### src/hw/rtl/ookpw_pkg.sv
// ----------------------------------------------------------------------------
// ookpw_pkg
// Shared types, constants and the CRC-8 byte function of the pulse-width
// on-off-keyed frame transmitter.
// ----------------------------------------------------------------------------
package ookpw_pkg;

    localparam int FRAME_BYTES = 6;
    localparam int TEMP_W      = 12;

    // Index of the CRC byte in the frame; the CRC covers the three bytes before it.
    localparam logic [2:0] CRC_BYTE_IDX = 3'd5;
    localparam logic [1:0] CRC_SPAN     = 2'd3;

    localparam logic [7:0] CRC_POLY     = 8'h31;
    localparam logic [7:0] CRC_INIT     = 8'h00;
    localparam logic [7:0] BIT_MASK_MSB = 8'h80;

    localparam logic [7:0] PREAMBLE_RESET  = 8'hFF;
    localparam logic [7:0] DEVICE_ID_RESET = 8'h00;
    localparam logic [3:0] CHANNEL_RESET   = 4'h0;

    // Pulse timing: a zero stays high for this many ticks.
    localparam logic [1:0] ZERO_HIGH_TICKS = 2'd3;

    typedef enum logic {
        OP_TICK = 1'b0,
        OP_LOAD = 1'b1
    } op_e;

    typedef enum logic [1:0] {
        REG_PREAMBLE  = 2'd0,
        REG_DEVICE_ID = 2'd1,
        REG_CHANNEL   = 2'd2
    } cfg_reg_e;

    typedef enum logic [2:0] {
        ST_IDLE      = 3'd0,
        ST_NEXT_BYTE = 3'd1,
        ST_NEXT_BIT  = 3'd2,
        ST_SEND_ONE  = 3'd3,
        ST_SEND_ZERO = 3'd4,
        ST_SPACE     = 3'd5
    } sender_state_t;

    typedef logic [FRAME_BYTES-1:0][7:0] frame_t;

    // Status of the sender as seen by the top level.
    typedef struct packed {
        logic pending;
        logic rf_next;
        logic led_next;
        logic pending_next;
    } sender_stat_t;

    // CRC-8, MSB first, no reflection, over one data byte.
    function automatic logic [7:0] crc8_byte(input logic [7:0] crc_in, input logic [7:0] data);
        logic [7:0] c;
        logic [7:0] d;
        logic       top;
        c = crc_in;
        d = data;
        for (int i = 0; i < 8; i++)
        begin
            top = c[7] ^ d[7];
            c   = {c[6:0], 1'b0};
            if (top)
            begin
                c = c ^ CRC_POLY;
            end
            d = {d[6:0], 1'b0};
        end
        return c;
    endfunction

endpackage

### src/hw/rtl/ookpw_in_if.sv
// ----------------------------------------------------------------------------
// ookpw_in_if
// Request channel into the transmitter: tick or load with the sensor fields.
// ----------------------------------------------------------------------------
interface ookpw_in_if;
    import ookpw_pkg::*;

    logic                     valid;
    logic                     ready;
    logic                     op;
    logic signed [TEMP_W-1:0] temperature;
    logic        [1:0]        heat_bits;
    logic        [1:0]        cool_bits;

    modport source (output valid, output op, output temperature,
                    output heat_bits, output cool_bits, input ready);
    modport sink   (input valid, input op, input temperature,
                    input heat_bits, input cool_bits, output ready);
endinterface

### src/hw/rtl/ookpw_out_if.sv
// ----------------------------------------------------------------------------
// ookpw_out_if
// Result channel out of the transmitter: line levels and status per request.
// ----------------------------------------------------------------------------
interface ookpw_out_if;
    logic valid;
    logic ready;
    logic rf_level;
    logic front_led;
    logic busy_res;
    logic load_accepted;

    modport source (output valid, output rf_level, output front_led,
                    output busy_res, output load_accepted, input ready);
    modport sink   (input valid, input rf_level, input front_led,
                    input busy_res, input load_accepted, output ready);
endinterface

### src/hw/rtl/ook_pulse_width_frame_transmitter_unit.sv
// ----------------------------------------------------------------------------
// ook_pulse_width_frame_transmitter_unit
// Pulse-width on-off-keyed transmitter for a six-byte sensor frame with a
// CRC-8 trailer; each tick request steps the line.
// ----------------------------------------------------------------------------
//
//   Channel  | Direction | Handshake     | Payload
//   ---------+-----------+---------------+----------------------------------------
//   in_ch    | in        | valid/ready   | op, temperature, heat_bits, cool_bits
//   out_ch   | out       | valid/ready   | rf_level, front_led, busy_res, load_accepted
//   cfg      | in        | cfg_we only   | cfg_index, cfg_data (8 bits)
//
// When a request is accepted, the sender or the frame
// store is updated at that edge, and its result sits in the output register
// from the next cycle on. A new request can follow in every cycle in which
// the input is ready, which it is whenever the output register is empty or
// being drained, so a stalled result holds back only the request behind it.
// Reset clears the sender, the flags and the output valid bit; the frame
// store is written by the first load before anything reads it.
// ----------------------------------------------------------------------------
module ook_pulse_width_frame_transmitter_unit (
    input  logic        clk,
    input  logic        rst_n,
    ookpw_in_if.sink    in_ch,
    ookpw_out_if.source out_ch,
    input  logic        cfg_we,
    input  logic [1:0]  cfg_index,
    input  logic [7:0]  cfg_data
);
    import ookpw_pkg::*;

    logic         in_fire;
    logic         is_load;
    logic         load_go;
    logic         step;
    frame_t       frame;
    logic         crc_busy;
    sender_stat_t stat;

    logic out_valid_reg;
    logic rf_level_reg;
    logic front_led_reg;
    logic busy_res_reg;
    logic load_accepted_reg;

    // The input side waits only when a finished result has not been taken.
    assign in_ch.ready = !out_valid_reg || out_ch.ready;
    assign in_fire     = in_ch.valid && in_ch.ready;
    assign is_load     = (in_ch.op == OP_LOAD);

    // A load while a frame is still pending or going out is dropped.
    assign load_go = in_fire && is_load && !stat.pending;
    assign step    = in_fire && !is_load;

    ookpw_frame_builder u_builder (
        .clk         (clk),
        .rst_n       (rst_n),
        .cfg_we      (cfg_we),
        .cfg_index   (cfg_index),
        .cfg_data    (cfg_data),
        .load_go     (load_go),
        .temperature (in_ch.temperature),
        .heat_bits   (in_ch.heat_bits),
        .cool_bits   (in_ch.cool_bits),
        .frame       (frame),
        .crc_busy    (crc_busy)
    );

    ookpw_sender u_sender (
        .clk     (clk),
        .rst_n   (rst_n),
        .step    (step),
        .load_go (load_go),
        .frame   (frame),
        .stat    (stat)
    );

    always_ff @(posedge clk or negedge rst_n)
    begin
        if (!rst_n)
        begin
            out_valid_reg <= 1'b0;
        end
        else if (in_fire)
        begin
            out_valid_reg <= 1'b1;
        end
        else if (out_ch.ready)
        begin
            out_valid_reg <= 1'b0;
        end
    end

    // The result carries the levels and flags as they stand after the request.
    always_ff @(posedge clk)
    begin
        if (in_fire)
        begin
            rf_level_reg      <= stat.rf_next;
            front_led_reg     <= stat.led_next;
            busy_res_reg      <= stat.pending_next;
            load_accepted_reg <= load_go;
        end
    end

    assign out_ch.valid         = out_valid_reg;
    assign out_ch.rf_level      = rf_level_reg;
    assign out_ch.front_led     = front_led_reg;
    assign out_ch.busy_res      = busy_res_reg;
    assign out_ch.load_accepted = load_accepted_reg;

`ifndef SYNTHESIS
    // Every accepted request leaves a result in the output register.
    assert property (@(posedge clk) disable iff (!rst_n)
        in_fire |=> out_valid_reg)
        else $error("accepted request produced no result");

    // A started frame always reports the transmitter as busy.
    assert property (@(posedge clk) disable iff (!rst_n)
        (out_valid_reg && load_accepted_reg) |-> busy_res_reg)
        else $error("load accepted but busy not reported");

    // The CRC is folded in only while its frame is pending.
    assert property (@(posedge clk) disable iff (!rst_n)
        crc_busy |-> stat.pending)
        else $error("CRC update without a pending frame");
`endif

endmodule

### src/hw/rtl/ookpw_frame_builder.sv
// ----------------------------------------------------------------------------
// ookpw_frame_builder
// Configuration registers, the six-byte frame store and a CRC-8 unit that
// folds in one byte per clock after a load.
// ----------------------------------------------------------------------------
module ookpw_frame_builder (
    input  logic                            clk,
    input  logic                            rst_n,
    input  logic                            cfg_we,
    input  logic [1:0]                      cfg_index,
    input  logic [7:0]                      cfg_data,
    input  logic                            load_go,
    input  logic signed [ookpw_pkg::TEMP_W-1:0] temperature,
    input  logic [1:0]                      heat_bits,
    input  logic [1:0]                      cool_bits,
    output ookpw_pkg::frame_t               frame,
    output logic                            crc_busy
);
    import ookpw_pkg::*;

    logic [7:0] preamble_reg;
    logic [7:0] device_id_reg;
    logic [3:0] channel_reg;

    frame_t     frame_reg;
    logic [7:0] crc_reg;
    logic [7:0] crc_next;
    logic [1:0] crc_cnt_reg;
    logic [2:0] crc_idx;

    always_ff @(posedge clk or negedge rst_n)
    begin
        if (!rst_n)
        begin
            preamble_reg  <= PREAMBLE_RESET;
            device_id_reg <= DEVICE_ID_RESET;
            channel_reg   <= CHANNEL_RESET;
        end
        else if (cfg_we)
        begin
            case (cfg_index)
                REG_PREAMBLE:  preamble_reg  <= cfg_data;
                REG_DEVICE_ID: device_id_reg <= cfg_data;
                REG_CHANNEL:   channel_reg   <= cfg_data[3:0];
                default:       ;
            endcase
        end
    end

    // The count walks bytes 2, 3 and 4 in order.
    assign crc_idx  = CRC_BYTE_IDX - {1'b0, crc_cnt_reg};
    assign crc_next = crc8_byte(crc_reg, frame_reg[crc_idx]);
    assign crc_busy = (crc_cnt_reg != 2'd0);

    always_ff @(posedge clk or negedge rst_n)
    begin
        if (!rst_n)
        begin
            crc_cnt_reg <= 2'd0;
        end
        else if (load_go)
        begin
            crc_cnt_reg <= CRC_SPAN;
        end
        else if (crc_busy)
        begin
            crc_cnt_reg <= crc_cnt_reg - 2'd1;
        end
    end

    always_ff @(posedge clk)
    begin
        if (load_go)
        begin
            frame_reg[0] <= preamble_reg;
            frame_reg[1] <= device_id_reg;
            frame_reg[2] <= {channel_reg, temperature[11:8]};
            frame_reg[3] <= temperature[7:0];
            frame_reg[4] <= {heat_bits, cool_bits, 4'h0};
            crc_reg      <= CRC_INIT;
        end
        else if (crc_busy)
        begin
            crc_reg <= crc_next;
            if (crc_cnt_reg == 2'd1)
            begin
                frame_reg[CRC_BYTE_IDX] <= crc_next;
            end
        end
    end

    assign frame = frame_reg;

endmodule

### src/hw/rtl/ookpw_sender.sv
// ----------------------------------------------------------------------------
// ookpw_sender
// Tick-driven state machine that shifts the frame out as pulse widths and
// owns the line, LED and pending flags.
// ----------------------------------------------------------------------------
module ookpw_sender (
    input  logic                    clk,
    input  logic                    rst_n,
    input  logic                    step,
    input  logic                    load_go,
    input  ookpw_pkg::frame_t       frame,
    output ookpw_pkg::sender_stat_t stat
);
    import ookpw_pkg::*;

    sender_state_t state_reg;
    sender_state_t state_next;
    logic [7:0]    mask_reg;
    logic [7:0]    mask_next;
    logic [2:0]    idx_reg;
    logic [2:0]    idx_next;
    logic [2:0]    idx_m1;
    logic [1:0]    hcnt_reg;
    logic [1:0]    hcnt_next;
    logic          pending_reg;
    logic          pending_next;
    logic          rf_reg;
    logic          rf_next;
    logic          led_reg;
    logic          led_next;
    logic [7:0]    cur_byte;

    always_ff @(posedge clk or negedge rst_n)
    begin
        if (!rst_n)
        begin
            state_reg   <= ST_IDLE;
            mask_reg    <= 8'h00;
            idx_reg     <= 3'd0;
            hcnt_reg    <= 2'd0;
            pending_reg <= 1'b0;
            rf_reg      <= 1'b0;
            led_reg     <= 1'b0;
        end
        else
        begin
            state_reg   <= state_next;
            mask_reg    <= mask_next;
            idx_reg     <= idx_next;
            hcnt_reg    <= hcnt_next;
            pending_reg <= pending_next;
            rf_reg      <= rf_next;
            led_reg     <= led_next;
        end
    end

    // Byte being sent; an index outside the frame reads as zero.
    assign idx_m1 = idx_reg - 3'd1;
    always_comb
    begin
        cur_byte = 8'h00;
        if (idx_reg >= 3'd1 && idx_reg <= 3'(FRAME_BYTES))
        begin
            cur_byte = frame[idx_m1];
        end
    end

    always_comb
    begin
        state_next   = state_reg;
        mask_next    = mask_reg;
        idx_next     = idx_reg;
        hcnt_next    = hcnt_reg;
        pending_next = pending_reg;
        rf_next      = rf_reg;
        led_next     = led_reg;
        if (load_go)
        begin
            pending_next = 1'b1;
        end
        else if (step)
        begin
            case (state_reg)
                ST_IDLE:
                begin
                    led_next = 1'b0;
                    idx_next = 3'd0;
                    if (pending_reg)
                    begin
                        state_next = ST_NEXT_BYTE;
                    end
                end
                ST_NEXT_BYTE:
                begin
                    led_next  = 1'b1;
                    mask_next = BIT_MASK_MSB;
                    idx_next  = idx_reg + 3'd1;
                    if (idx_next > 3'(FRAME_BYTES) || idx_next == 3'd0)
                    begin
                        pending_next = 1'b0;
                        state_next   = ST_IDLE;
                    end
                    else
                    begin
                        state_next = ST_NEXT_BIT;
                    end
                end
                ST_NEXT_BIT:
                begin
                    rf_next = 1'b0;
                    if (mask_reg == 8'h00)
                    begin
                        state_next = ST_NEXT_BYTE;
                    end
                    else if ((cur_byte & mask_reg) != 8'h00)
                    begin
                        state_next = ST_SEND_ONE;
                    end
                    else
                    begin
                        hcnt_next  = 2'd0;
                        state_next = ST_SEND_ZERO;
                    end
                end
                ST_SEND_ONE:
                begin
                    rf_next    = 1'b1;
                    hcnt_next  = 2'd0;
                    state_next = ST_SPACE;
                end
                ST_SEND_ZERO:
                begin
                    rf_next   = 1'b1;
                    hcnt_next = hcnt_reg + 2'd1;
                    if (hcnt_next == ZERO_HIGH_TICKS)
                    begin
                        hcnt_next  = 2'd0;
                        state_next = ST_SPACE;
                    end
                end
                ST_SPACE:
                begin
                    rf_next    = 1'b0;
                    mask_next  = {1'b0, mask_reg[7:1]};
                    state_next = ST_NEXT_BIT;
                end
                default:
                begin
                    state_next = ST_IDLE;
                end
            endcase
        end
    end

    assign stat.pending      = pending_reg;
    assign stat.rf_next      = rf_next;
    assign stat.led_next     = led_next;
    assign stat.pending_next = pending_next;

`ifndef SYNTHESIS
    // Outside idle the sender is always working on a pending frame.
    assert property (@(posedge clk) disable iff (!rst_n)
        (state_reg != ST_IDLE) |-> pending_reg)
        else $error("sender active without a pending frame");

    // A zero pulse never counts past its high time.
    assert property (@(posedge clk) disable iff (!rst_n)
        (state_reg == ST_SEND_ZERO) |-> (hcnt_reg != ZERO_HIGH_TICKS))
        else $error("zero pulse high count overran");

    // While a bit is in flight the byte index points inside the frame.
    assert property (@(posedge clk) disable iff (!rst_n)
        (state_reg == ST_NEXT_BIT) |-> (idx_reg >= 3'd1 && idx_reg <= 3'(FRAME_BYTES)))
        else $error("byte index outside the frame while sending");
`endif

endmodule
### src/flat_wrapper.sv
// flat-port wrapper written by rule: the top's interface ports become plain ports
module ook_pulse_width_frame_transmitter_unit_flat import ookpw_pkg::*;
  (clk, rst_n, cfg_we, cfg_index, cfg_data, in_ch_valid, in_ch_op, in_ch_temperature, in_ch_heat_bits, in_ch_cool_bits, in_ch_ready, out_ch_valid, out_ch_rf_level, out_ch_front_led, out_ch_busy_res, out_ch_load_accepted, out_ch_ready);
  ookpw_in_if in_ch_i ();
  ookpw_out_if out_ch_i ();
  input  logic clk;
  input  logic rst_n;
  input  logic cfg_we;
  input  logic [1:0] cfg_index;
  input  logic [7:0] cfg_data;
  input wire logic [$bits(in_ch_i.valid)-1:0] in_ch_valid;
  input wire logic [$bits(in_ch_i.op)-1:0] in_ch_op;
  input wire logic [$bits(in_ch_i.temperature)-1:0] in_ch_temperature;
  input wire logic [$bits(in_ch_i.heat_bits)-1:0] in_ch_heat_bits;
  input wire logic [$bits(in_ch_i.cool_bits)-1:0] in_ch_cool_bits;
  output wire logic [$bits(in_ch_i.ready)-1:0] in_ch_ready;
  output wire logic [$bits(out_ch_i.valid)-1:0] out_ch_valid;
  output wire logic [$bits(out_ch_i.rf_level)-1:0] out_ch_rf_level;
  output wire logic [$bits(out_ch_i.front_led)-1:0] out_ch_front_led;
  output wire logic [$bits(out_ch_i.busy_res)-1:0] out_ch_busy_res;
  output wire logic [$bits(out_ch_i.load_accepted)-1:0] out_ch_load_accepted;
  input wire logic [$bits(out_ch_i.ready)-1:0] out_ch_ready;
  assign in_ch_i.valid = in_ch_valid;
  assign in_ch_i.op = in_ch_op;
  assign in_ch_i.temperature = in_ch_temperature;
  assign in_ch_i.heat_bits = in_ch_heat_bits;
  assign in_ch_i.cool_bits = in_ch_cool_bits;
  assign in_ch_ready = in_ch_i.ready;
  assign out_ch_valid = out_ch_i.valid;
  assign out_ch_rf_level = out_ch_i.rf_level;
  assign out_ch_front_led = out_ch_i.front_led;
  assign out_ch_busy_res = out_ch_i.busy_res;
  assign out_ch_load_accepted = out_ch_i.load_accepted;
  assign out_ch_i.ready = out_ch_ready;
  ook_pulse_width_frame_transmitter_unit u_core (.clk(clk), .rst_n(rst_n), .in_ch(in_ch_i), .out_ch(out_ch_i), .cfg_we(cfg_we), .cfg_index(cfg_index), .cfg_data(cfg_data));
endmodule
### config.mk
export PLATFORM = sky130hd
export DESIGN_NAME = ook_pulse_width_frame_transmitter_unit_flat
export DESIGN_NICKNAME = d
export VERILOG_FILES = /design/src/hw/rtl/ookpw_pkg.sv /design/src/hw/rtl/ookpw_in_if.sv /design/src/hw/rtl/ookpw_out_if.sv /design/src/hw/rtl/ook_pulse_width_frame_transmitter_unit.sv /design/src/hw/rtl/ookpw_frame_builder.sv /design/src/hw/rtl/ookpw_sender.sv /design/src/flat_wrapper.sv
export SDC_FILE = /design/constraint.sdc
export NUM_CORES = 1
export LEC_CHECK = 0
export ABC_CLOCK_PERIOD_IN_PS = 4530
export BUFFER_PORTS_ARGS = -buffer_cell sky130_fd_sc_hd__buf_2
export CAP_MARGIN = 20
export CORE_MARGIN = 2
export CORE_UTILIZATION = 60
export DETAILED_ROUTE_END_ITERATION = 7
export GPL_TIMING_DRIVEN = 0
export PLACE_DENSITY = 0.8
export SLEW_MARGIN = 15
export SYNTH_ARGS = -nofsm -noshare
export SYNTH_HDL_FRONTEND = slang
export SYNTH_HIERARCHICAL = 1
export SYNTH_SLANG_ARGS = --single-unit
### constraint.sdc
create_clock -name clk -period 4.53 [get_ports clk]
set_input_delay 0.453 -clock clk [delete_from_list [all_inputs] [get_ports clk]]
set_output_delay 0.453 -clock clk [all_outputs]
set_load 0.005 [all_outputs]
==> results of run 1 <==
-- worst paths after layout --
check / to / cells past startpoint
min: u_core/u_sender/hcnt_reg[1]$_DFFE_PN0P_ / 1
min reg2reg: u_core/u_builder/frame[12]$_DFFE_PP_ / 0
max: u_core/u_sender/state_reg[0]$_DFFE_PN0P_ / 9
min in group clk: u_core/u_builder/frame[31]$_DFFE_PP_ / 1
max reg2reg: u_core/u_sender/state_reg[0]$_DFFE_PN0P_ / 9
max in group asynchronous: u_core/u_builder/crc_cnt_reg[0]$_DFFE_PN0P_ / 1
-- report_power, final --
part | leakage [nW] | switching (W) | total [W] | internal [W]
clock | 0.0893 | 0.000323 | 0.000534 | 0.000211
sequential | 1.01 | 0.000156 | 0.00145 | 0.00129
combinational | 0.979 | 0.00103 | 0.00198 | 0.000954
total | 2.08 | 0.00151 | 0.00397 | 0.00246
-- logic make-up (layout without fill, tap and decap cells) --
| group | count (synthesis) | after routing |
|---|---|---|
| xor gates and xnor gates | 23 | 23 |
| muxes | 46 | 46 |
| other | 1 | 4 |
| adders and majority gates | 8 | 8 |
| buffers and inverters | 34 | 88 |
| and+or+nand+nor | 91 | 91 |
| AOI/OAI and AO/OA | 58 | 58 |
| DFF | 98 | 98 |
-- worst max-delay path: cells and delay by family, from the launching register on --
family	cells	cell delay, ps
AOI/OAI and AO/OA	3	900
adders and majority gates	1	360
buffers and inverters	3	1090
DFF	1	460
muxes	1	420
and+or+nand+nor	1	150
-- final cells by class --
cell class / count / area [um^2] / area share, %
sequential: 98 / 2663 / 50.92
multi-input combinational: 230 / 1874 / 35.85
timing repair buffer: 38 / 205.2 / 3.924
buffer: 24 / 136.4 / 2.608
tap: 102 / 127.6 / 2.441
clock buffer: 9 / 123.9 / 2.369
clock inverter: 7 / 61.31 / 1.173
inverter: 10 / 37.54 / 0.7179
-- metal layers --
layer	share of wire [%]	track usage (%)
met5	0	0
met4	0.91	6.841
met3	6.2	5.370
met2	51	38.75
met1	42	31.35
-- cells in the mapped netlist, drive strengths merged, types with 7 or more instances --
| master | count | area (um^2) |
|---|---|---|
| nand3 | 7 | 35.03 |
| clkbuf | 11 | 41.29 |
| dfrtp | 34 | 850.8 |
| edfxtp | 48 | 1441 |
| a22oi | 9 | 67.56 |
| inv | 10 | 37.54 |
| a21oi | 10 | 50.05 |
| ha | 8 | 100.1 |
| o21ai | 19 | 95.09 |
| mux2 | 28 | 315.3 |
| mux4 | 12 | 270.3 |
| nand2 | 44 | 165.2 |
| xnor2 | 10 | 128.9 |
| dfxtp | 8 | 160.2 |
| buf | 13 | 95.08 |
| dfstp | 8 | 210.2 |
| nor2 | 10 | 37.54 |
| xor2 | 11 | 103.9 |
-- per-stage QoR --
stage	hold WS (ps)	worst slack, ps
floorplan	157.4	1611
global placement	425.9	817.0
detailed placement	430.9	1151
CTS	233.5	1079
global route	234.3	877.1
finish	211.9	1012
==> results.md, run 1 <==
- Status: finished, final reports clean
- CTS tree: built
- Reg-to-Reg Start: u_core/u_sender/idx_reg[0]$_DFFE_PN0P_
- Number of synthesized register bits: between 90 and 100
- 1st-pass router iterations: 8
- Max FO, Critical Path: 10
- Die area: about 8500 um^2
- First-pass GRT wire length: around 15 mm
- Unique masters post-synth: between 50 and 60
- Post-Route WL: approximately 9 mm
- Most frequent cell on the critical path: clkbuf_1
- Most frequent cells in the layout: edfxtp_1, nand2_1, buf_2, dfrtp_1, mux2_2
- Multiplexer share of the synthesized area: roughly 14%
- Post-DRT Antenna Nets: 0
- Critical Path End Type: flop
- WP data arrival: between 3000 and 4000 ps
- Critical path class: reg2reg
- Slew Limit Fails: 0
- # nets final: ~450
- DRT iter0 DRCs: between 200 and 300
- H-tree depth: 3
- Simple-gate share of the synthesized area: a little under a tenth
- Synth Area per Inst: ~13 um^2
- Final Cell Area: between 5000 and 6000 um^2
- CP cell instances: clkbuf_1 -> inv_1 -> ha_1 -> clkbuf_1 -> mux4_2 -> a22oi_1 -> nand3_1 -> a221oi_2 -> o311ai_0
- CP startpoint: u_core/u_sender/idx_reg[0]$_DFFE_PN0P_
- Root buffer cell: clkbuf_8
- Core area: 7647 um^2
- HPWL after DPL: 6.574 mm
- Period utilization: 77.65%
- YS warnings: 6
- Post-synthesis sequential area ratio: between 50% and 60%
- Clk slew on worst S/H paths: about 110 ps
- Diode count: 0
- Synth Flop Type: edfxtp_1
- RSZ-0062 raised after global routing: no
- CTS Buf Count: 9
- Final core occ: approximately two thirds
- I/O pin count: 38
- DRC Markers: 0
- Post-synthesis xor/xnor area fraction: approximately 6%
- Grt total ovfl: 0
- Post-synth EDFFs: 48
- Max Cap Viol: 0
- Reg2reg setup slack: between 1000 and 1500 ps
- Power Density: approximately 760 nW/um^2
- PostCTS Resize Cnt: 0
- FP Rows: 32
- Slowest stage delay, CP: around 500 ps
- Via count: between 3000 and 4000
- CTS Buffer Depth: 2
- Largest family of logic cells by synthesized area: multiplexers
- Placer Congestion: 0.9090
- Type of the most critical hold path: in2async
- Async SR Flop Fraction: 42.86%
- Slowest stage cell on the critical path: clkbuf_1
- Max IR drop VDD: about 410 uV
- Post-route non-filler standard cell count: ~520
- Final hold violation count: 0
- Die H: 92.44 um
- Area grow syn2layout: 11.41%
- Die W: just over 90 um
- Routed len/inst: 17.79 um
- Post-Synth Adder-Cell Area: roughly 2.1%
- Dpl cells: roughly 500
- Placed Area: a little over 5000 um^2
- Total power: slightly below 0.004 W
- Commonest non-fill, non-tap cell in the layout: edfxtp_1
- Min Clock Period, post-route: 3518 ps
- # setup viols final: 0
- Largest net degree at the start of global routing: 43
- Hold_buf cts: 0
- Relative slew margins: 35.89%
- CTS sink cnt: approximately 100
- Synthesized cell area: roughly 4700 um^2
- Initial antenna violation count: 0
- Vias in the first global route: 3009
- Complex-gate fraction of the synthesized area: under 10%
- Fmax: approximately 280 MHz
- Least-Margin Pin Slew: around 960 ps
- Starting Density: about 60%
- Required time worst endpoint: around 4800 ps
- Vias per inst: 5.871
- Mapped Cells: 359
- Post-route setup TNS: 0 ps
- Largest register FFs: 44
- Fillers: between 500 and 600
- GR Util All Layers: 23.43%
- Fraction of layout instances using a drive strength above 1: between 30% and 40%
- Port bufs: 37
- P_leak: between 2 and 2.5 nW
- Worst-Skew Late Latency: around 370 ps
- Layout Skew: 12.34 ps
- Crit start category: flop
- Post-CTS Setup Bufs: 0
Note: power is estimated with default switching activity, not from simulation.
==> run 2, diff against run 1 <==
Settings changed: ABC_CLOCK_PERIOD_IN_PS 4530 to 3600.
Clock period 4.53 ns to 3.6 ns, I/O delays scaled along.
==> run 2 against run 1 <==
- clock skew barely moved
- routed wire length decreased by 0.30%
- final cell count down 0.19%
- die area stayed put
- critical endpoint unchanged
- register-to-register slack worse by 660 ps
- core utilization about the same
- largest power group unchanged
- critical path type unchanged
- power is 26% higher
==> results.md, run 2 (synthesis gave the netlist of run 1 again) <==
- Status: finished, final reports clean
- Fillers: about 530
- Switching pwr: 0.001886 W
- Initial antenna violation count: 0
- Relative slew margins: 36.49%
- Largest net degree at the start of global routing: 43
- Sw frac: between 30 and 40%
- I/O pin count: 38
- Core area: approximately 7600 um^2
- Fmax: ~300 MHz
- Fraction of layout instances using a drive strength above 1: between 30 and 40%
- 1st-pass router iterations: 5
- Required time worst endpoint: 3830 ps
- CTS sink cnt: roughly 100
- FP Rows: 32
- Worst-Skew Late Latency: 370 ps
- Int Power: around 0.0031 W
- Clk slew on worst S/H paths: 110 ps
- Type of the most critical hold path: in2async
- Root buffer cell: clkbuf_8
- Slowest stage cell on the critical path: ha_1
- Layout Skew: ~12 ps
- PostCTS Resize Cnt: 0
- Port bufs: 37
- Family with the most delay on the worst path: compound AO/OA/AOI/OAI gates
- CTS Buf Count: 9
- Placed Area: between 5000 and 6000 um^2
- DRC Markers: 0
- H-tree depth: 3
- Clock share of power: between 10% and 20%
- Post-Route WL: ~9 mm
- Slowest stage delay, CP: approximately 630 ps
- Slew Limit Fails: 0
- Max Cap Viol: 0
- Routed len/inst: approximately 18 um
- HPWL after DPL: roughly 6.6 mm
- Crit start category: flop
- Max IR drop VDD: 505.7 uV
- Diode count: 0
- Area grow syn2layout: 11.33%
- CP cell instances: clkbuf_1 -> inv_1 -> ha_1 -> mux4_2 -> a22oi_1 -> nand3_1 -> a221oi_2 -> o311ai_0
- Commonest non-fill, non-tap cell in the layout: edfxtp_1
- Largest register FFs: 44
- # nets final: 450
- GR Util All Layers: roughly a quarter
- CP Buf/Inv Count: 2
- Period utilization: between 90% and 100%
- Final Cell Area: approximately 5200 um^2
- Min Clock Period, post-route: approximately 3200 ps
- RSZ-0062 raised after global routing: no
- Most frequent cells in the layout: edfxtp_1, nand2_1, buf_2, dfrtp_1, mux2_2
- Hold_buf cts: 0
- Placer Congestion: 0.9090
- Die H: roughly 90 um
- Starting Density: 61.37%
- Critical path class: reg2reg
- First-pass GRT wire length: around 15 mm
- Power Density: between 900 and 1000 nW/um^2
- WP data arrival: 3480 ps
- P_leak: about 2.1 nW
- CTS Buffer Depth: 2
- Via count: ~3000
- Critical Path End Type: flop
- Fin Hold WS: around 120 ps
- Die W: 92.44 um
- Final core occ: 68.32%
- Final hold violation count: 0
- # setup viols final: 0
- CTS tree: built
- DRT iter0 DRCs: 243
- Post-DRT Antenna Nets: 0
- Least-Margin Pin Slew: approximately 950 ps
- Vias in the first global route: ~3000
- Die area: around 8500 um^2
- Logic pwr share: 49.8%
- Flop pwr share: a little under two fifths
- Max FO, Critical Path: 11
- Grt total ovfl: 0
- Vias per inst: approximately 5.8
- Post-route setup TNS: 0 ps
run 2: cell count changes in the layout (fill, tap and decap cells not counted), sizes merged:
cell	delta
clkbuf	-1
run 2: path summary, 6_finish.rpt:
check                                                                   start                                           to  slack [ps]  cells past startpoint
worst max-delay path                   u_core/u_sender/idx_reg[0]$_DFFE_PN0P_     u_core/u_sender/state_reg[0]$_DFFE_PN0P_         350                      8
worst max register to register         u_core/u_sender/idx_reg[0]$_DFFE_PN0P_     u_core/u_sender/state_reg[0]$_DFFE_PN0P_         350                      8
worst min register to register  u_core/u_builder/device_id_reg[4]$_DFFE_PN0P_         u_core/u_builder/frame[12]$_DFFE_PP_         440                      0
worst min-delay path                                                    rst_n      u_core/u_sender/hcnt_reg[1]$_DFFE_PN0P_         120                      1
min in group clk                                         in_ch_temperature[7]         u_core/u_builder/frame[31]$_DFFE_PP_         160                      1
max in group asynchronous                                               rst_n  u_core/u_builder/crc_cnt_reg[0]$_DFFE_PN0P_        2870                      1
run 2: through the flow:
| stage | setup WS [ps] | power [W] | std cells |
|---|---|---|---|
| floorplan | 715.5 | 0.003807 | 362 |
| global placement | -43.70 | 0.004201 | 501 |
| detailed placement | 220.6 | 0.004315 | 502 |
| CTS | 149.1 | 0.005004 | 518 |
| global route | 168.7 | 0.005312 | 517 |
| finish | 354.8 | 0.004980 | 517 |
run 2: worst register-to-register path: cells and delay by family (launching register included):
family                     cells  cell delay [ps]
and+or+nand+nor                1              140
DFF                            1              460
buffers and inverters          2              580
AOI/OAI and AO/OA              3              900
muxes                          1              410
adders and majority gates      1              630
run 2: final cells by class:
type	instances	area (um^2)	share of cell area (%)
Multi-Input combinational cell	230	1874	35.87
Buffer	23	132.6	2.538
Tap cell	102	127.6	2.443
Timing Repair Buffer	38	205.2	3.927
Clock buffer	9	123.9	2.371
Clock inverter	7	61.31	1.173
Inverter	10	37.54	0.7184
Sequential cell	98	2663	50.96
run 2: timing repair:
item | CTS | global route
endpoints found under the hold margin | 0 | 0
endpoints found under the setup margin | 0 | 4
buffers inserted | 0 | 0
run 2: routing by layer:
| layer | track usage, % | routed length [um] |
|---|---|---|
| met2 | 38.75 | 4662 |
| met1 | 31.35 | 3963 |
| met4 | 6.841 | 94 |
| met3 | 5.370 | 465 |
| met5 | 0 | 0 |
run 2: power by group through the flow:
stage	sequential [W]	combinational, W	clock (W)
global route	0.00185	0.00272	0.000738
CTS	0.00182	0.00249	0.000694
detailed placement	0.00184	0.00248	0
finish	0.00183	0.00248	0.000673
floorplan	0.00177	0.00203	0
global placement	0.00183	0.00237	0
==> run 3, diff against run 2 <==
Settings changed: ABC_CLOCK_PERIOD_IN_PS 3600 to 3300, CORE_UTILIZATION 60 to 55, PLACE_DENSITY 0.8 to 0.74.
Clock period 3.6 ns to 3.3 ns, I/O delays scaled along.
==> run 3 against run 2 <==
- routed wire length is 3.5% lower
- design area barely moved
- sequential cell count is the same
- worst setup slack worse by 62 ps
- via count is 3.1% lower
- first-iteration DRC count shrank 11%
- critical path type unchanged
==> results.md, run 3 (synthesis gave the netlist of run 1 again) <==
- Sw frac: 38.10%
- Status: finished, final reports clean
- Hold_buf cts: 0
- DRT iter0 DRCs: about 220
- Min Clock Period, post-route: approximately 3000 ps
- Reg-to-Reg Start: u_core/u_sender/idx_reg[0]$_DFFE_PN0P_
- Root buffer cell: clkbuf_8
- Max FO, Critical Path: 11
- HPWL after DPL: about 6.5 mm
- Post-Route WL: between 8 and 9 mm
- WP data arrival: ~3200 ps
- Core area: 8258 um^2
- Max IR drop VDD: 582.5 uV
- H-tree depth: 3
- Post-DRT Antenna Nets: 0
- Routed len/inst: between 15 and 20 um
- Least-Margin Pin Slew: between 900 and 1000 ps
- Placed Area: 5047 um^2
- Placer Congestion: 0.8606
- Int Power: about 0.0034 W
- Clk slew on worst S/H paths: 100 ps
- Final Cell Area: between 5000 and 6000 um^2
- Slew Limit Fails: 0
- Layout Skew: a little over 9 ps
- Largest net degree at the start of global routing: between 40 and 50
- P_leak: about 2.1 nW
- FF-to-FF End: u_core/u_sender/state_reg[0]$_DFFE_PN0P_
- Relative slew margins: approximately 37%
- Clock share of power: roughly 13%
- FP Rows: 33
- Fmax: around 330 MHz
- CTS sink cnt: 98
- Critical path class: reg2reg
- CTS Buf Count: 9
- 1st-pass router iterations: 4
- Type of the most critical hold path: in2async
- Period utilization: slightly above 90%
- CTS tree: built
- # nets final: 450
- I/O pin count: 38
- Vias per inst: 5.588
- Reg2reg setup slack: 290 ps
- Crit start category: flop
- Power Density: 1043 nW/um^2
- Starting Density: 56.83%
- Max Cap Viol: 0
- Worst-Skew Late Latency: 360 ps
- Logic pwr share: 50.3%
- Area grow syn2layout: 11.41%
- Final hold violation count: 0
- Fin Hold WS: approximately 110 ps
- Required time worst endpoint: between 3000 and 4000 ps
- Largest register FFs: 44
- Via count: 2906
- Flop pwr share: ~36%
- Diode count: 0
- DRC Markers: 0
- Vias in the first global route: between 2000 and 3000
- Switching pwr: roughly 0.0021 W
- Commonest non-fill, non-tap cell in the layout: edfxtp_1
- Die area: 9288 um^2
- Fraction of layout instances using a drive strength above 1: between 30% and 40%
- Die W: 96.38 um
- First-pass GRT wire length: between 10 and 15 mm
- RSZ-0062 raised after global routing: no
- CTS Buffer Depth: 2
- Initial antenna violation count: 0
- GR Util All Layers: a little over a fifth
- Most frequent cells in the layout: edfxtp_1, nand2_1, buf_2, dfrtp_1, mux2_2
- R2R cell count: 8
- Die H: about 96 um
- Critical Path End Type: flop
- # setup viols final: 0
- Grt total ovfl: 0
- Port bufs: 37
- Post-CTS Setup Bufs: 0
==> run 3: routing by layer <==
layer	part of all wire (%)	GRT usage, %	vias up
met5	0	0	-
met4	1.2	7.629	0
met3	5.3	3.103	8
met2	48	32.64	66
met1	45	30.83	1431
li1	-	-	1401
==> run 3: cell type report <==
cell class                 instances  area [um^2]
fill                             657         3029
sequential                        98         2663
multi-input combinational        230         1874
timing repair buffer              38        205.2
buffer                            23        133.9
tap                              105        131.4
clock buffer                       9        123.9
clock inverter                     7        60.06
inverter                          10        37.54
==> run 3: power groups by stage <==
stage	logic, W	registers (W)	clock network, W
after global routing	0.00299	0.00202	0.000806
after floorplan	0.00222	0.00193	0
after detailed placement	0.00273	0.00201	0
final	0.00274	0.00198	0.000728
after global placement	0.00260	0.00200	0
after CTS	0.00274	0.00198	0.000753
==> run 3: per-stage QoR <==
stage                     std cells  TNS (ps)  setup WS [ps]  util [%]  power, W
final                           520         0          293.2     63.32  0.005454
after floorplan                 362         0          415.5         -  0.004153
after global placement          504     -4122         -388.0     60.80  0.004601
after detailed placement        505    -552.8         -145.6     61.12  0.004742
after global routing            520         0          108.0     63.32  0.005815
after CTS                       520         0          86.49     63.30  0.005476
==> run 3: worst max-delay path, stage by stage, from the launching register on <==
cell	delay, ps
dfrtp_1	450
clkbuf_2	300
inv_1	110
ha_1	610
mux4_2	400
a22oi_1	230
nand3_1	130
a221oi_2	470
o311ai_0	170
==> run 3: repair_timing <==
action                     in CTS  in global routing
hold endpoints to repair        0                  0
setup endpoints to repair       5                  5
gates resized for setup         0                  2
pin swaps                       0                  0
==> run 3: worst max path at each step <==
stage	cells past startpoint	from	end
final	8	u_core/u_sender/idx_reg[0]$_DFFE_PN0P_	u_core/u_sender/state_reg[0]$_DFFE_PN0P_
after global routing	8	u_core/u_sender/idx_reg[0]$_DFFE_PN0P_	u_core/u_sender/state_reg[0]$_DFFE_PN0P_
after CTS	8	u_core/u_sender/idx_reg[0]$_DFFE_PN0P_	u_core/u_sender/state_reg[0]$_DFFE_PN0P_
after detailed placement	9	u_core/u_sender/idx_reg[0]$_DFFE_PN0P_	u_core/u_sender/state_reg[0]$_DFFE_PN0P_
after global placement	8	u_core/u_sender/pending_reg$_DFF_PN0_	u_core/u_sender/mask_reg[5]$_DFFE_PN0P_
after floorplan	9	u_core/u_sender/pending_reg$_DFF_PN0_	u_core/out_ch.front_led$_DFFE_PP_
